File: src/plb_pkg.sv
// ---------------------------------------------------------------------------
// plb_pkg: shared types and constants of the pixel layer blend core
// Pixel payload structs, configuration register indexes, blend mode codes,
// per-channel operation codes and the pipeline load strobes.
// ---------------------------------------------------------------------------
package plb_pkg;

    // One input transfer: a top-layer pixel and a bottom-layer pixel.
    typedef struct packed {
        logic [7:0] top_red;
        logic [7:0] top_green;
        logic [7:0] top_blue;
        logic [7:0] bottom_red;
        logic [7:0] bottom_green;
        logic [7:0] bottom_blue;
    } plb_in_t;

    // One output transfer: the blended pixel.
    typedef struct packed {
        logic [7:0] out_red;
        logic [7:0] out_green;
        logic [7:0] out_blue;
    } plb_out_t;

    // Configuration register indexes.
    typedef logic [1:0] plb_reg_idx_t;
    localparam plb_reg_idx_t REG_BLEND_MODE  = 2'd0;
    localparam plb_reg_idx_t REG_ADD_AMOUNT  = 2'd1;
    localparam plb_reg_idx_t REG_ADD_CHANNEL = 2'd2;

    // Blend mode codes held in the blend_mode register.
    typedef logic [2:0] plb_mode_t;
    localparam plb_mode_t MODE_MULTIPLY = 3'd0;
    localparam plb_mode_t MODE_SCREEN   = 3'd1;
    localparam plb_mode_t MODE_OVERLAY  = 3'd2;
    localparam plb_mode_t MODE_SUBTRACT = 3'd3;
    localparam plb_mode_t MODE_ADD      = 3'd4;

    // Operation carried by each channel lane.
    typedef logic [2:0] plb_op_t;
    localparam plb_op_t OP_MULTIPLY = 3'd0;
    localparam plb_op_t OP_SCREEN   = 3'd1;
    localparam plb_op_t OP_OVERLAY  = 3'd2;
    localparam plb_op_t OP_SUBTRACT = 3'd3;
    localparam plb_op_t OP_ADD      = 3'd4;
    localparam plb_op_t OP_PASS     = 3'd5;

    // Rounding offset for floor(n / 255 + 1/2) = floor((n + 127) / 255).
    localparam logic [15:0] ROUND_BIAS = 16'd127;
    // 255 * 255 plus the rounding offset, for the inverted forms.
    localparam logic [15:0] FULL_SQ_BIAS = 16'd65152;

    // Load strobes for the lane pipeline registers, one per stage.
    typedef struct packed {
        logic s1_load;
        logic s2_load;
        logic s3_load;
        logic s4_load;
        logic out_load;
    } plb_load_t;

endpackage

File: src/plb_lane.sv
// ---------------------------------------------------------------------------
// plb_lane: datapath of one colour channel
// Operand selection, 8x8 multiply, inversion and rounding offset, and an
// exact division by 255, each behind its own register stage.
// ---------------------------------------------------------------------------
module plb_lane
    import plb_pkg::*;
(
    input  logic       clk,
    input  plb_load_t  load,
    input  plb_op_t    op,
    input  logic [7:0] top_val,
    input  logic [7:0] bottom_val,
    input  logic [7:0] add_amount,
    output logic [7:0] result
);

    // Stage 1: raw operands.
    plb_op_t    op1_reg;
    logic [7:0] a1_reg;
    logic [7:0] b1_reg;
    logic [7:0] amt1_reg;

    // Stage 2: multiplier operands and flags.
    logic [7:0] x2_reg;
    logic [7:0] y2_reg;
    logic       dbl2_reg;
    logic       inv2_reg;
    logic       direct2_reg;
    logic [7:0] dval2_reg;

    // Stage 3: product.
    logic [15:0] p3_reg;
    logic        dbl3_reg;
    logic        inv3_reg;
    logic        direct3_reg;
    logic [7:0]  dval3_reg;

    // Stage 4: biased numerator.
    logic [15:0] m4_reg;
    logic        direct4_reg;
    logic [7:0]  dval4_reg;

    logic [7:0] result_reg;

    logic [7:0]  x_next;
    logic [7:0]  y_next;
    logic        dbl_next;
    logic        inv_next;
    logic        direct_next;
    logic [7:0]  dval_next;
    logic [8:0]  add_sum;
    logic [15:0] n_val;
    logic [15:0] m_next;
    logic [16:0] div_sum;
    logic [7:0]  result_next;

    always_ff @(posedge clk)
    begin
        if (load.s1_load)
        begin
            op1_reg  <= op;
            a1_reg   <= top_val;
            b1_reg   <= bottom_val;
            amt1_reg <= add_amount;
        end
    end

    assign add_sum = {1'b0, a1_reg} + {1'b0, amt1_reg};

    // The inverted forms use 255 - v, which for 8 bits is the complement.
    always_comb
    begin
        x_next      = a1_reg;
        y_next      = b1_reg;
        dbl_next    = 1'b0;
        inv_next    = 1'b0;
        direct_next = 1'b0;
        dval_next   = a1_reg;
        case (op1_reg)
            OP_MULTIPLY:
            begin
                x_next = a1_reg;
                y_next = b1_reg;
            end
            OP_SCREEN:
            begin
                x_next   = ~a1_reg;
                y_next   = ~b1_reg;
                inv_next = 1'b1;
            end
            OP_OVERLAY:
            begin
                dbl_next = 1'b1;
                if (b1_reg[7])
                begin
                    x_next   = ~a1_reg;
                    y_next   = ~b1_reg;
                    inv_next = 1'b1;
                end
            end
            OP_SUBTRACT:
            begin
                direct_next = 1'b1;
                dval_next   = (a1_reg > b1_reg) ? (a1_reg - b1_reg) : 8'd0;
            end
            OP_ADD:
            begin
                direct_next = 1'b1;
                dval_next   = add_sum[8] ? 8'hFF : add_sum[7:0];
            end
            default:
            begin
                direct_next = 1'b1;
                dval_next   = a1_reg;
            end
        endcase
    end

    always_ff @(posedge clk)
    begin
        if (load.s2_load)
        begin
            x2_reg      <= x_next;
            y2_reg      <= y_next;
            dbl2_reg    <= dbl_next;
            inv2_reg    <= inv_next;
            direct2_reg <= direct_next;
            dval2_reg   <= dval_next;
        end
    end

    always_ff @(posedge clk)
    begin
        if (load.s3_load)
        begin
            p3_reg      <= x2_reg * y2_reg;
            dbl3_reg    <= dbl2_reg;
            inv3_reg    <= inv2_reg;
            direct3_reg <= direct2_reg;
            dval3_reg   <= dval2_reg;
        end
    end

    // A doubled product always comes from operands with one of them below
    // 128, so the shift cannot overflow 16 bits.
    assign n_val  = dbl3_reg ? {p3_reg[14:0], 1'b0} : p3_reg;
    assign m_next = inv3_reg ? (FULL_SQ_BIAS - n_val) : (n_val + ROUND_BIAS);

    always_ff @(posedge clk)
    begin
        if (load.s4_load)
        begin
            m4_reg      <= m_next;
            direct4_reg <= direct3_reg;
            dval4_reg   <= dval3_reg;
        end
    end

    // floor(m / 255) = (m + (m >> 8) + 1) >> 8, exact while the quotient
    // stays at or below 255.
    assign div_sum     = {1'b0, m4_reg} + {9'd0, m4_reg[15:8]} + 17'd1;
    assign result_next = direct4_reg ? dval4_reg : div_sum[15:8];

    always_ff @(posedge clk)
    begin
        if (load.out_load)
        begin
            result_reg <= result_next;
        end
    end

    assign result = result_reg;

endmodule

File: src/pixel_layer_blend_core.sv
// ---------------------------------------------------------------------------
// pixel_layer_blend_core: per-pixel blend of two 8-bit RGB layers
// Top level: configuration registers, pipeline valid and flow control, and
// three channel lanes.
// ---------------------------------------------------------------------------
// The core accepts one pixel pair per clock cycle while in_stall is low and
// returns one blended pixel for each, in order. A result is presented on the
// output once it reaches the output register and leaves when the output is
// not stalled. It passes one register stage each for the operands, the
// operand select, the 8x8 multiply, the rounding offset and the division
// by 255 that feeds the output register. Every stage can hold its pixel and
// fill a bubble on its own, so a stalled output keeps taking input until all
// five stages are full. The mode, add amount and add channel registers
// should be written only while no pixel is in flight.
module pixel_layer_blend_core
    import plb_pkg::*;
(
    input  logic         clk,
    input  logic         rst_n,
    input  logic         cfg_wr_en,
    input  plb_reg_idx_t cfg_index,
    input  logic [7:0]   cfg_data,
    input  logic         in_valid,
    output logic         in_stall,
    input  plb_in_t      in_data,
    output logic         out_valid,
    input  logic         out_stall,
    output plb_out_t     out_data
);

    plb_mode_t  blend_mode_reg;
    logic [7:0] add_amount_reg;
    logic [1:0] add_channel_reg;

    // Index 0 is the first stage, index 4 the output register.
    logic [4:0] valid_reg;
    logic [4:0] valid_next;
    logic [4:0] ready;

    plb_load_t  load;
    plb_op_t    lane_op [3];
    logic [7:0] top_val [3];
    logic [7:0] bottom_val [3];
    logic [7:0] lane_result [3];

    always_ff @(posedge clk or negedge rst_n)
    begin
        if (!rst_n)
        begin
            blend_mode_reg  <= MODE_MULTIPLY;
            add_amount_reg  <= 8'd0;
            add_channel_reg <= 2'd0;
        end
        else if (cfg_wr_en)
        begin
            case (cfg_index)
                REG_BLEND_MODE:  blend_mode_reg  <= cfg_data[2:0];
                REG_ADD_AMOUNT:  add_amount_reg  <= cfg_data;
                REG_ADD_CHANNEL: add_channel_reg <= cfg_data[1:0];
                default: ;
            endcase
        end
    end

    // A stage may load when it is empty or its content moves on.
    always_comb
    begin
        ready[4] = !valid_reg[4] || !out_stall;
        for (int i = 3; i >= 0; i--)
        begin
            ready[i] = !valid_reg[i] || ready[i + 1];
        end
    end

    always_comb
    begin
        valid_next[0] = ready[0] ? in_valid : valid_reg[0];
        for (int i = 1; i < 5; i++)
        begin
            valid_next[i] = ready[i] ? valid_reg[i - 1] : valid_reg[i];
        end
    end

    always_ff @(posedge clk or negedge rst_n)
    begin
        if (!rst_n)
        begin
            valid_reg <= '0;
        end
        else
        begin
            valid_reg <= valid_next;
        end
    end

    assign load.s1_load  = ready[0];
    assign load.s2_load  = ready[1];
    assign load.s3_load  = ready[2];
    assign load.s4_load  = ready[3];
    assign load.out_load = ready[4];

    assign in_stall  = !ready[0];
    assign out_valid = valid_reg[4];

    assign top_val[0]    = in_data.top_red;
    assign top_val[1]    = in_data.top_green;
    assign top_val[2]    = in_data.top_blue;
    assign bottom_val[0] = in_data.bottom_red;
    assign bottom_val[1] = in_data.bottom_green;
    assign bottom_val[2] = in_data.bottom_blue;

    for (genvar c = 0; c < 3; c++)
    begin : g_lane
        always_comb
        begin
            case (blend_mode_reg)
                MODE_MULTIPLY: lane_op[c] = OP_MULTIPLY;
                MODE_SCREEN:   lane_op[c] = OP_SCREEN;
                MODE_OVERLAY:  lane_op[c] = OP_OVERLAY;
                MODE_SUBTRACT: lane_op[c] = OP_SUBTRACT;
                MODE_ADD:
                    lane_op[c] = (add_channel_reg == 2'(c)) ? OP_ADD : OP_PASS;
                default:       lane_op[c] = OP_PASS;
            endcase
        end

        plb_lane u_lane (
            .clk        (clk),
            .load       (load),
            .op         (lane_op[c]),
            .top_val    (top_val[c]),
            .bottom_val (bottom_val[c]),
            .add_amount (add_amount_reg),
            .result     (lane_result[c])
        );
    end

    assign out_data.out_red   = lane_result[0];
    assign out_data.out_green = lane_result[1];
    assign out_data.out_blue  = lane_result[2];

    // Input back-pressure only ever comes from a stalled output.
    a_stall_origin : assert property (@(posedge clk) disable iff (!rst_n)
        in_stall |-> out_stall && out_valid)
        else $error("input stalled while the output is free");

    // A result can only appear when the last internal stage held a pixel.
    a_out_source : assert property (@(posedge clk) disable iff (!rst_n)
        $rose(out_valid) |-> $past(valid_reg[3]))
        else $error("output became valid without an item in the last stage");

    // Stage index 2, when full and unable to move on, keeps its pixel.
    a_stage_hold : assert property (@(posedge clk) disable iff (!rst_n)
        valid_reg[2] && !ready[3] |=> valid_reg[2])
        else $error("a blocked pipeline stage dropped its item");

    // An accepted pixel always lands in the first stage.
    a_entry : assert property (@(posedge clk) disable iff (!rst_n)
        in_valid && !in_stall |=> valid_reg[0])
        else $error("accepted pixel missing from the first stage");

endmodule

File: config.mk
export PLATFORM = sky130hd
export DESIGN_NAME = pixel_layer_blend_core
export DESIGN_NICKNAME = d
export VERILOG_FILES = /design/src/plb_pkg.sv /design/src/plb_lane.sv /design/src/pixel_layer_blend_core.sv
export SDC_FILE = /design/constraint.sdc
export NUM_CORES = 1
export LEC_CHECK = 0
export ABC_AREA = 1
export ABC_CLOCK_PERIOD_IN_PS = 10300
export CAP_MARGIN = 10
export CELL_PAD_IN_SITES_DETAIL_PLACEMENT = 1
export CELL_PAD_IN_SITES_GLOBAL_PLACEMENT = 1
export CORE_ASPECT_RATIO = 0.75
export CORE_MARGIN = 1.5
export CORE_UTILIZATION = 50
export DETAILED_ROUTE_END_ITERATION = 7
export DONT_BUFFER_PORTS = 1
export GPL_TIMING_DRIVEN = 0
export HOLD_SLACK_MARGIN = 0.15
export MAX_ROUTING_LAYER = met4
export PLACE_DENSITY_LB_ADDON = 0.1
export SYNTH_ARGS = -nofsm -noshare
export SYNTH_HDL_FRONTEND = slang
export SYNTH_SLANG_ARGS = --single-unit
File: constraint.sdc
create_clock -name clk -period 10.3 [get_ports clk]
set_clock_uncertainty 0.15 [all_clocks]
set_input_delay 0.515 -clock clk [delete_from_list [all_inputs] [get_ports clk]]
set_output_delay 0.515 -clock clk [all_outputs]
set_load 0.005 [all_outputs]
==> run metrics, run 1 <==
top_reg_cell synth=edfxtp_1; share of cells above drive strength 1=0.04191; Root Driver=clkbuf_16; grt met2 use=0.4712; CTS Hold Buffers Added=61; via count=19710; Max-slew headroom=0.2785; initial DRC count=1082; GR peak layer=met2; first-pass GRT wire length=111500 um; Synth Register Bits=340; final hold vios=0; Core ar.=49050 um^2; pins over their slew limit=0; WP data required=10.39 ns; Fmax achieved=0.1921 GHz; status=finished clean; Placer Congestion=0.9072; clock tree buffer depth=3; Final ANT Viol Nets=0; grt met1 use=0.3771; most numerous cell in the Yosys netlist=nand2_1; Final min period=5.207 ns; largest net degree at the start of global routing=78; # clock sinks=340; leading area contributor after synthesis=edfxtp_1; Sum Neg Setup Slack=0 ns; Placed Cells=3569; top post-synthesis cells by count=nand2_1, inv_1, edfxtp_1, nand3_1, ha_1; # resized after CTS=0; Worst Hold Class=in -> reg; die area=51290 um^2; worst slew pin tran=1.079 ns; EDFF count, synth=322; Die Wd=261.0 um; Data arrival, critical path=5.30 ns; HPWL after DPL=53040 um; DRC=0; Post-synth ARST share=0.05294; Setup CP Type=reg -> reg; H-tree levels=2; Net count, final=3380; wire per inst=18.83 um; Die Y=196.5 um; Worst setup EP type=register; total CTS buffers=39; clock latency on the worst-skew pair=0.58 ns; Boundary Pins=89; Syn-to-layout area delta=11.25%; period utilization=0.5055; Max-Cap Viols=0; CTS tree=done; YS warnings=0; Mapped Cells=2917; dpl ws=4.916 ns; Worst Setup Start Kind=register; fillers=5762; RSZ-0062 raised after global routing=false; WL final=69750 um; setup violators final=0; initial antenna violation count=2; vias in the first global route=21030; fraction of the yosys area taken by sequential cells=0.4054; Hold WS=0.2006 ns; first-pass detailed-route iteration total=7; total gr overflow=0; CP Max Fanout=77; top post-synthesis cells by area=edfxtp_1, nand2_1, fa_1, ha_1, inv_1; row cnt=70; Starting Density=0.5090; Synth top area share=0.3873; post-DR vias/cell=5.320; All-Layer GR Usage=0.2866; Setup WS post-layout=5.093 ns; average footprint of a synthesized cell=8.559 um^2; port bufs=0; Synth Net Count=3274; Netlist cell types=43; final std cells w/o fill=3704; GRT met3 Usage=0.03305; post-synthesis cell area=24970 um^2; Post-CTS Setup Inserts=0; Worst-path clk slew=0.07 ns
-- placed cells by master (no fill, tap or decap), drive strengths merged, types with 2 or more instances in the layout --
cell / n
o21ai: 91
o21bai: 11
or2: 5
and2: 3
nand2: 895
dfrtp: 18
ha: 180
a31oi: 7
edfxtp: 322
o211ai: 6
fa: 114
a21boi: 7
nor3: 16
xnor2: 24
mux2: 5
nor2: 144
diode: 2
clkinv: 15
xor2: 119
inv: 539
nand4: 19
bufinv: 4
o21a: 3
a21o: 4
nand3b: 12
nand3: 200
clkbuf: 102
dlygate4sd3: 61
a211oi: 2
o22ai: 2
buf: 25
a21oi: 97
-- logic make-up (layout without fill, tap and decap cells) --
logic type | Yosys count | after routing | synth area share
simple gates | 1294 | 1294 | 0.2134
buf+inv | 610 | 747 | 0.09532
flops | 340 | 340 | 0.4054
fa+ha+maj | 294 | 294 | 0.1816
compound gates | 231 | 231 | 0.05187
xor+xnor | 143 | 143 | 0.05017
mux | 5 | 5 | 0.002255
other cells | 0 | 2 | 0
-- per-layer routing --
layer	up-vias	wire length, um
li1	9473	-
met1	9731	31950
met2	384	33070
met3	119	3031
met4	0	1693
met5	-	0
-- per-stage QoR --
stage	instance area (um^2)	util
after CTS	27770	0.5661
final	27770	0.5663
after floorplan	24970	-
after global placement	25780	0.5255
after detailed placement	25890	0.5278
after global routing	27770	0.5663
-- cell type report --
class / instances / area (um^2) / area share
tap: 648 / 810.8 / 0.02919
timing repair buffer: 65 / 713.2 / 0.02568
clock buffer: 52 / 1056 / 0.03802
inverter: 539 / 2033 / 0.07321
buffer: 71 / 354.1 / 0.01275
sequential: 340 / 10120 / 0.3644
antenna: 2 / 5.005 / 0.0001802
multi-input combinational: 1967 / 12470 / 0.4488
clock inverter: 20 / 215.2 / 0.007749
-- critical path: stages, from the launching register on --
cell and delay, ns:
dfrtp_1 0.40, nand2_1 0.57, nor2_1 0.18, inv_4 0.75, nor2_1 0.19, inv_4 0.41
buf_16 0.32, nor2_1 0.12, inv_4 0.35, buf_16 0.33, nor2_1 0.17, inv_2 0.53
buf_12 0.32
-- path summary, 6_finish.rpt --
kind	depth (start not counted)	to	slack, ns	from
max reg2reg	12	g_lane[0].u_lane.b1_reg[4]	5.09	valid_reg[4]
min in group asynchronous	1	add_amount_reg[0]	0.44	rst_n
max in group asynchronous	1	blend_mode_reg[2]	8.90	rst_n
min	3	blend_mode_reg[0]	0.20	cfg_index[1]
max	12	g_lane[0].u_lane.b1_reg[4]	5.09	valid_reg[4]
min reg2reg	0	g_lane[0].u_lane.dval4_reg[6]	0.25	g_lane[0].u_lane.dval3_reg[6]
Power of run 1 is left out: the tool's default activity adds up to more than one toggle a clock period on the data nets, which glitch-free logic cannot reach.
==> run 2: changes to the inputs <==
--- a/config.mk
+++ b/config.mk
@@ -5,14 +5,14 @@
 export SDC_FILE = /design/constraint.sdc
 export NUM_CORES = 1
 export LEC_CHECK = 0
-export ABC_AREA = 1
-export ABC_CLOCK_PERIOD_IN_PS = 10300
+export ABC_AREA = 0
+export ABC_CLOCK_PERIOD_IN_PS = 4320
 export CAP_MARGIN = 10
 export CELL_PAD_IN_SITES_DETAIL_PLACEMENT = 1
 export CELL_PAD_IN_SITES_GLOBAL_PLACEMENT = 1
 export CORE_ASPECT_RATIO = 0.75
 export CORE_MARGIN = 1.5
-export CORE_UTILIZATION = 50
+export CORE_UTILIZATION = 48
 export DETAILED_ROUTE_END_ITERATION = 7
 export DONT_BUFFER_PORTS = 1
 export GPL_TIMING_DRIVEN = 0
==> constraint.sdc (replaced) <==
create_clock -name clk -period 4.32 [get_ports clk]
set_clock_uncertainty 0.15 [all_clocks]
set_input_delay 0.216 -clock clk [delete_from_list [all_inputs] [get_ports clk]]
set_output_delay 0.216 -clock clk [all_outputs]
set_load 0.005 [all_outputs]
==> run 2 against run 1 <==
Effect of this change: the run now ends with negative setup slack left; critical path type unchanged; synthesized cell count shrank 28%; area after synthesis shrank 6.5%; worst hold slack lost 0.012 ns; highest routed layer unchanged; worst setup slack lost 5.3 ns; first-iteration DRC count grew 1.7%; largest cell class unchanged.
==> run metrics, run 2 <==
simple-gate share of the synthesized area=0.1363 (was 0.2134); post-DR vias/cell=5.524 (was 5.320); Setup WS post-layout=-0.1654 ns (was 5.093 ns); H-tree levels=2 (unchanged); R2R setup slack=-0.17 ns (was 5.09 ns); clock latency on the worst-skew pair=0.57 ns (was 0.58 ns); via count=16480 (was 19710); Boundary Pins=89 (unchanged); Die Y=194.0 um (was 196.5 um); Synth Register Bits=340 (unchanged); worst reg2reg endpoint=g_lane[1].u_lane.p3_reg[15] (was g_lane[0].u_lane.b1_reg[4]); DRC=0 (unchanged); Syn-to-layout area delta=18.38% (was 11.25%); Die Wd=257.6 um (was 261.0 um); leading area contributor after synthesis=edfxtp_1 (unchanged); Post-synth ARST share=0.05294 (unchanged); Synth Area in Adders=0.1942 (was 0.1816); row cnt=69 (was 70); share of cells above drive strength 1=0.1221 (was 0.04191); initial antenna violation count=3 (was 2); post-synthesis cell area=23340 um^2 (was 24970 um^2); wire per inst=20.46 um (was 18.83 um); worst slew pin tran=0.7966 ns (was 1.079 ns); cell area after layout=27630 um^2 (was 27770 um^2); Synth Net Count=2455 (was 3274); pins over their slew limit=0 (unchanged); commonest cells after routing, fill and taps aside=edfxtp_1, inv_1, nand2_1, ha_1, and2_1 (was nand2_1, inv_1, edfxtp_1); hold endpoint=g_lane[0].u_lane.b1_reg[3] (was blend_mode_reg[0]); worst r2r src=g_lane[1].u_lane.x2_reg[2] (was valid_reg[4]); Final min period=4.485 ns (was 5.207 ns); first-pass GRT wire length=96420 um (was 111500 um); All-Layer GR Usage=0.2510 (was 0.2866); Placed Cells=2744 (was 3569); Worst Hold Class=in -> reg (unchanged); top post-synthesis cells by area=edfxtp_1, fa_1, ha_1, xnor2_1, and2_1 (was edfxtp_1, nand2_1, fa_1, ha_1, inv_1); Final ANT Viol Nets=0 (unchanged); final std cells w/o fill=2983 (was 3704); status=finished, violations left (was finished clean); worst hold start=in_data[19] (was cfg_index[1]); Worst Setup Start Kind=register (unchanged); WL final=61050 um (was 69750 um); HPWL after DPL=43910 um (was 53040 um); met3 wire length=2992 um (was 3031 um); Hold WS=0.1886 ns (was 0.2006 ns); placed cell areas=24330 um^2 (was 25890 um^2); Core ar.=47660 um^2 (was 49050 um^2); setup violators final=5 (was 0); Placer Congestion=0.8455 (was 0.9072); largest family of logic cells by synthesized area=adder cells (was simple AND/OR/NAND/NOR gates); Max-slew headroom=0.4690 (was 0.2785); top post-synthesis cells by count=edfxtp_1, inv_1, ha_1, nand2_1, and2_1 (was nand2_1, inv_1, edfxtp_1, nand3_1, ha_1); Data arrival, critical path=4.62 ns (was 5.30 ns); Compound-Gate Fraction of Synth Area=0.1044 (was 0.05187); fraction of the yosys area taken by sequential cells=0.4335 (was 0.4054); Mapped Cells=2098 (was 2917); violated checks=negative setup slack; Worst R2R Path Depth=14 (was 12); initial DRC count=1100 (was 1082); Max-Cap Viols=0 (unchanged); total CTS buffers=38 (was 39); clock tree buffer depth=3 (unchanged); Fmax achieved=0.2229 GHz (was 0.1921 GHz); average footprint of a synthesized cell=11.13 um^2 (was 8.559 um^2); CP Max Fanout=6 (was 77); # clock sinks=340 (unchanged); first-pass detailed-route iteration total=5 (was 7); RSZ-0062 raised after global routing=true (was false); WL met1=28050 um (was 31950 um); largest net degree at the start of global routing=77 (was 78); die area=49980 um^2 (was 51290 um^2); Starting Density=0.4898 (was 0.5090); commonest non-fill, non-tap cell in the layout=edfxtp_1 (was nand2_1); wire length on met2=28380 um (was 33070 um); EDFF count, synth=322 (unchanged); vias in the first global route=17510 (was 21030); highest metal used=met4 (unchanged); hold path cells=1 (was 3); Setup CP Type=reg -> reg (unchanged); Net count, final=2673 (was 3380); post-synthesis xor/xnor area fraction=0.06716 (was 0.05017); mux contribution to synthesized area=0.02262 (was 0.002255); CTS tree=done (unchanged); Worst-path clk slew=0.06 ns (was 0.07 ns); most numerous cell in the Yosys netlist=edfxtp_1 (was nand2_1); WP data required=4.46 ns (was 10.39 ns); Root Driver=clkbuf_16 (unchanged); Synth top area share=0.4142 (was 0.3873); port bufs=0 (unchanged); period utilization=1.038 (was 0.5055); Netlist cell types=76 (was 43); Worst setup EP type=register (unchanged); total gr overflow=0 (unchanged); YS warnings=0 (unchanged); final hold vios=0 (unchanged); top_reg_cell synth=edfxtp_1 (unchanged)
[run 2: cell types whose count changed after synthesis, moves of 45 or more]
cell	previous run	this run
and2_1	3	165
inv_1	529	213
nand2_1	887	169
nand3_1	198	33
nor2_1	133	88
xnor2_1	24	128
xor2_1	119	51
[run 2: cells by family (layout without fill, tap and decap cells)]
kind of cell               after synthesis  in the layout
and+or+nand+nor                        614            614
AOI/OAI and AO/OA                      365            365
DFF                                    340            340
adders and majority gates              294            294
buffers and inverters                  255            500
xor gates and xnor gates               179            179
muxes                                   51             51
other                                    0              1
[run 2: how the worst max path moves through the flow]
stage,slack [ns],start,end,depth (start not counted)
finish,-0.17,g_lane[1].u_lane.x2_reg[2],g_lane[1].u_lane.p3_reg[15],14
global route,-0.35,g_lane[1].u_lane.y2_reg[3],g_lane[1].u_lane.p3_reg[15],14
CTS,-0.14,g_lane[1].u_lane.x2_reg[1],g_lane[1].u_lane.p3_reg[15],14
detailed placement,-0.48,g_lane[2].u_lane.x2_reg[3],g_lane[2].u_lane.p3_reg[14],13
global placement,-0.59,valid_reg[4],g_lane[1].u_lane.b1_reg[6],2
floorplan,0.04,g_lane[2].u_lane.x2_reg[3],g_lane[2].u_lane.p3_reg[14],13
[run 2: critical path, cell delays in order, from the launching register on]
cell	delay, ns
edfxtp_1	0.54
and2_4	0.21
fa_1	0.54
fa_1	0.45
fa_1	0.50
inv_1	0.05
fa_1	0.49
inv_2	0.05
ha_4	0.21
or3_1	0.38
o21ai_2	0.08
a21oi_2	0.07
a211oi_2	0.23
a21oi_1	0.11
xnor2_1	0.16
[run 2: area by class of cell]
type | instances | area, um^2
fill | 5010 | 20020
tap | 639 | 799.5
sequential | 340 | 10120
timing repair buffer | 178 | 1758
buffer | 38 | 160.2
inverter | 217 | 817.0
antenna | 1 | 2.502
clock inverter | 24 | 197.7
clock buffer | 43 | 991.0
multi-input combinational | 1503 | 12790
[run 2: repair_timing]
item / in CTS / in global routing
resized for setup: 51 / 76
setup endpoints to repair: 17 / 19
hold buffers: 102 / 1
pin swaps: 20 / 42
setup buffers: 46 / 21
hold endpoints to repair: 80 / 8
[run 2: per-stage QoR]
| step | setup TNS (ns) | worst slack, ns | utilization |
|---|---|---|---|
| final | -0.3876 | -0.1654 | 0.5799 |
| after global routing | -2.152 | -0.3494 | 0.5798 |
| after CTS | -0.3785 | -0.1405 | 0.5700 |
| after detailed placement | -4.634 | -0.4843 | 0.5105 |
| after global placement | -78.65 | -0.5890 | 0.5070 |
| after floorplan | 0 | 0.04374 | - |
[run 2: routing by layer]
metal / track usage / up-vias
met1: 0.3347 / 8228
li1: - / 7807
met5: - / -
met4: 0.07624 / 0
met3: 0.04458 / 109
met2: 0.3917 / 334
Power of run 2 is left out for the same reason.
==> run 3: changes to the inputs <==
--- a/config.mk
+++ b/config.mk
@@ -6,13 +6,13 @@
 export NUM_CORES = 1
 export LEC_CHECK = 0
 export ABC_AREA = 0
-export ABC_CLOCK_PERIOD_IN_PS = 4320
+export ABC_CLOCK_PERIOD_IN_PS = 5540
 export CAP_MARGIN = 10
 export CELL_PAD_IN_SITES_DETAIL_PLACEMENT = 1
 export CELL_PAD_IN_SITES_GLOBAL_PLACEMENT = 1
 export CORE_ASPECT_RATIO = 0.75
 export CORE_MARGIN = 1.5
-export CORE_UTILIZATION = 48
+export CORE_UTILIZATION = 50
 export DETAILED_ROUTE_END_ITERATION = 7
 export DONT_BUFFER_PORTS = 1
 export GPL_TIMING_DRIVEN = 0
==> constraint.sdc (replaced) <==
create_clock -name clk -period 5.54 [get_ports clk]
set_clock_uncertainty 0.15 [all_clocks]
set_input_delay 0.277 -clock clk [delete_from_list [all_inputs] [get_ports clk]]
set_output_delay 0.277 -clock clk [all_outputs]
set_load 0.005 [all_outputs]
==> run 3 against run 2 <==
Effect of this change: the flow now finishes without violations; worst hold slack worse by 0.0039 ns; cell count is 3.8% lower; utilization is 1.1 points lower; critical path type unchanged; cell area is 5.2% lower; fmax is 9.6% lower; non-clock buffer count is 104 lower; via count is 3.2% lower; sequential share of layout area is 2.0 points higher; global-route usage is 0.56 points higher; worst setup slack better by 0.75 ns; count of clock-buffer cells in the layout is 11 higher; die area is 3.9% lower.
==> run metrics, run 3 (same netlist as run 2, synthesis figures left out) <==
H-tree levels=2 (unchanged); cell mode on critical path=fa_1 (unchanged); commonest non-fill, non-tap cell in the layout=edfxtp_1 (unchanged); critical path's slowest cell=a2111oi_0 (was edfxtp_1); cell area after layout=26190 um^2 (was 27630 um^2); port bufs=0 (unchanged); Worst Hold Class=in -> reg (unchanged); Syn-to-layout area delta=12.21% (was 18.38%); share of cells above drive strength 1=0.05000 (was 0.1221); initial DRC count=905 (was 1100); setup violators final=0 (was 5); period utilization=0.8954 (was 1.038); placed cell areas=24300 um^2 (was 24330 um^2); Worst-path clk slew=0.07 ns (was 0.06 ns); commonest cells after routing, fill and taps aside=edfxtp_1, inv_1, ha_1 (was edfxtp_1, inv_1, nand2_1, ha_1, and2_1); first-pass GRT wire length=93290 um (was 96420 um); fillers=4832 (was 5010); hold path cells=1 (unchanged); multi-input logic area=12270 um^2 (was 12790 um^2); Net count, final=2569 (was 2673); Hold WS=0.1847 ns (was 0.1886 ns); R2R setup slack=0.58 ns (was -0.17 ns); CTS Hold Buffers Added=66 (was 102); Data arrival, critical path=5.09 ns (was 4.62 ns); die area=48010 um^2 (was 49980 um^2); Worst R2R Path Depth=13 (was 14); initial antenna violation count=3 (unchanged); worst hold start=in_data[36] (was in_data[19]); total CTS buffers=38 (unchanged); status=finished clean (was finished, violations left); Setup CP Type=reg -> reg (unchanged); final hold vios=0 (unchanged); Boundary Pins=89 (unchanged); row cnt=68 (was 69); worst slew pin tran=0.9077 ns (was 0.7966 ns); Setup WS post-layout=0.5797 ns (was -0.1654 ns); HPWL after DPL=44050 um (was 43910 um); Post-CTS Setup Inserts=0 (was 46); largest net degree at the start of global routing=66 (was 77); # clock sinks=340 (unchanged); clock tree buffer depth=3 (unchanged); dpl ws=0.6790 ns (was -0.4843 ns); via count=15950 (was 16480); crit-path cells=and2_1 -> fa_1 -> fa_1 -> fa_1 -> inv_1 -> fa_1 -> inv_1 -> ha_1 -> nand2_1 -> a21o_1 -> a31oi_1 -> mux2i_1 -> a2111oi_0 (was and2_4 -> fa_1 -> fa_1 -> fa_1 -> inv_1 -> fa_1 -> inv_2 -> ha_4 -> or3_1 -> o21ai_2 -> a21oi_2 -> a211oi_2 -> a21oi_1 -> xnor2_1); Sum Neg Setup Slack=0 ns (was -0.3876 ns); Worst path max stage delay=0.62 ns (was 0.54 ns); CP Max Fanout=8 (was 6); Placer Congestion=0.8619 (was 0.8455); All-Layer GR Usage=0.2566 (was 0.2510); vias in the first global route=16940 (was 17510); wire per inst=20.27 um (was 20.46 um); CTS tree=done (unchanged); Die Wd=252.5 um (was 257.6 um); # resized after CTS=0 (was 51); RSZ-0062 raised after global routing=false (was true); Starting Density=0.5071 (was 0.4898); Fmax achieved=0.2016 GHz (was 0.2229 GHz); pins over their slew limit=0 (unchanged); first-pass detailed-route iteration total=5 (unchanged); clock latency on the worst-skew pair=0.57 ns (about the same); Root Driver=clkbuf_16 (unchanged); CP startpoint=g_lane[2].u_lane.y2_reg[5] (was g_lane[1].u_lane.x2_reg[2]); Core ar.=46030 um^2 (was 47660 um^2); WL final=58180 um (was 61050 um); Worst Setup Start Kind=register (unchanged); Max-Cap Viols=0 (unchanged); Final min period=4.960 ns (was 4.485 ns); Worst setup EP type=register (unchanged); Die Y=190.1 um (was 194.0 um); Max-slew headroom=0.3870 (was 0.4690); FF+latch area=10120 um^2 (unchanged); WP data required=5.67 ns (was 4.46 ns); total gr overflow=0 (unchanged); Final ANT Viol Nets=0 (unchanged); DRC=0 (unchanged); worst r2r src=g_lane[2].u_lane.y2_reg[5] (was g_lane[1].u_lane.x2_reg[2]); post-DR vias/cell=5.556 (was 5.524)
## run 3: worst paths after layout
path                                            endpoint
max in group asynchronous                   valid_reg[4]
min                           g_lane[1].u_lane.a1_reg[4]
min reg2reg                g_lane[0].u_lane.dval4_reg[6]
min in group asynchronous              add_amount_reg[7]
max                          g_lane[2].u_lane.p3_reg[15]
max reg2reg                  g_lane[2].u_lane.p3_reg[15]
## run 3: critical path, delay by kind of cell (launching register included)
family,cells,cell delay (ns)
simple gates,2,0.31
compound gates,3,1.11
flops,1,0.52
buf+inv,2,0.09
fa+ha+maj,5,2.37
mux,1,0.12
## run 3: metrics by stage
step | utilization | instances
2_1_floorplan | - | 2098
3_3_place_gp | 0.5243 | 2728
3_5_place_dp | 0.5279 | 2735
4_1_cts | 0.5687 | 2869
5_1_grt | 0.5691 | 2871
6_report | 0.5691 | 2871
## run 3: cell type report
class                      instances  area share
inverter                         217     0.03119
multi-input combinational       1503      0.4684
antenna                            1  0.00009553
clock buffer                      54     0.04141
buffer                            38    0.006114
timing repair buffer              74     0.03200
clock inverter                    14    0.004347
tap                              630     0.03009
sequential                       340      0.3863
## run 3: metal layers
metal	part of all wire	GRT usage	up-vias
li1	-	-	7566
met1	0.47	0.3476	7981
met2	0.46	0.4036	322
met3	0.051	0.04323	81
met4	0.019	0.06333	0
met5	0	-	-
Power of run 3 is left out for the same reason.
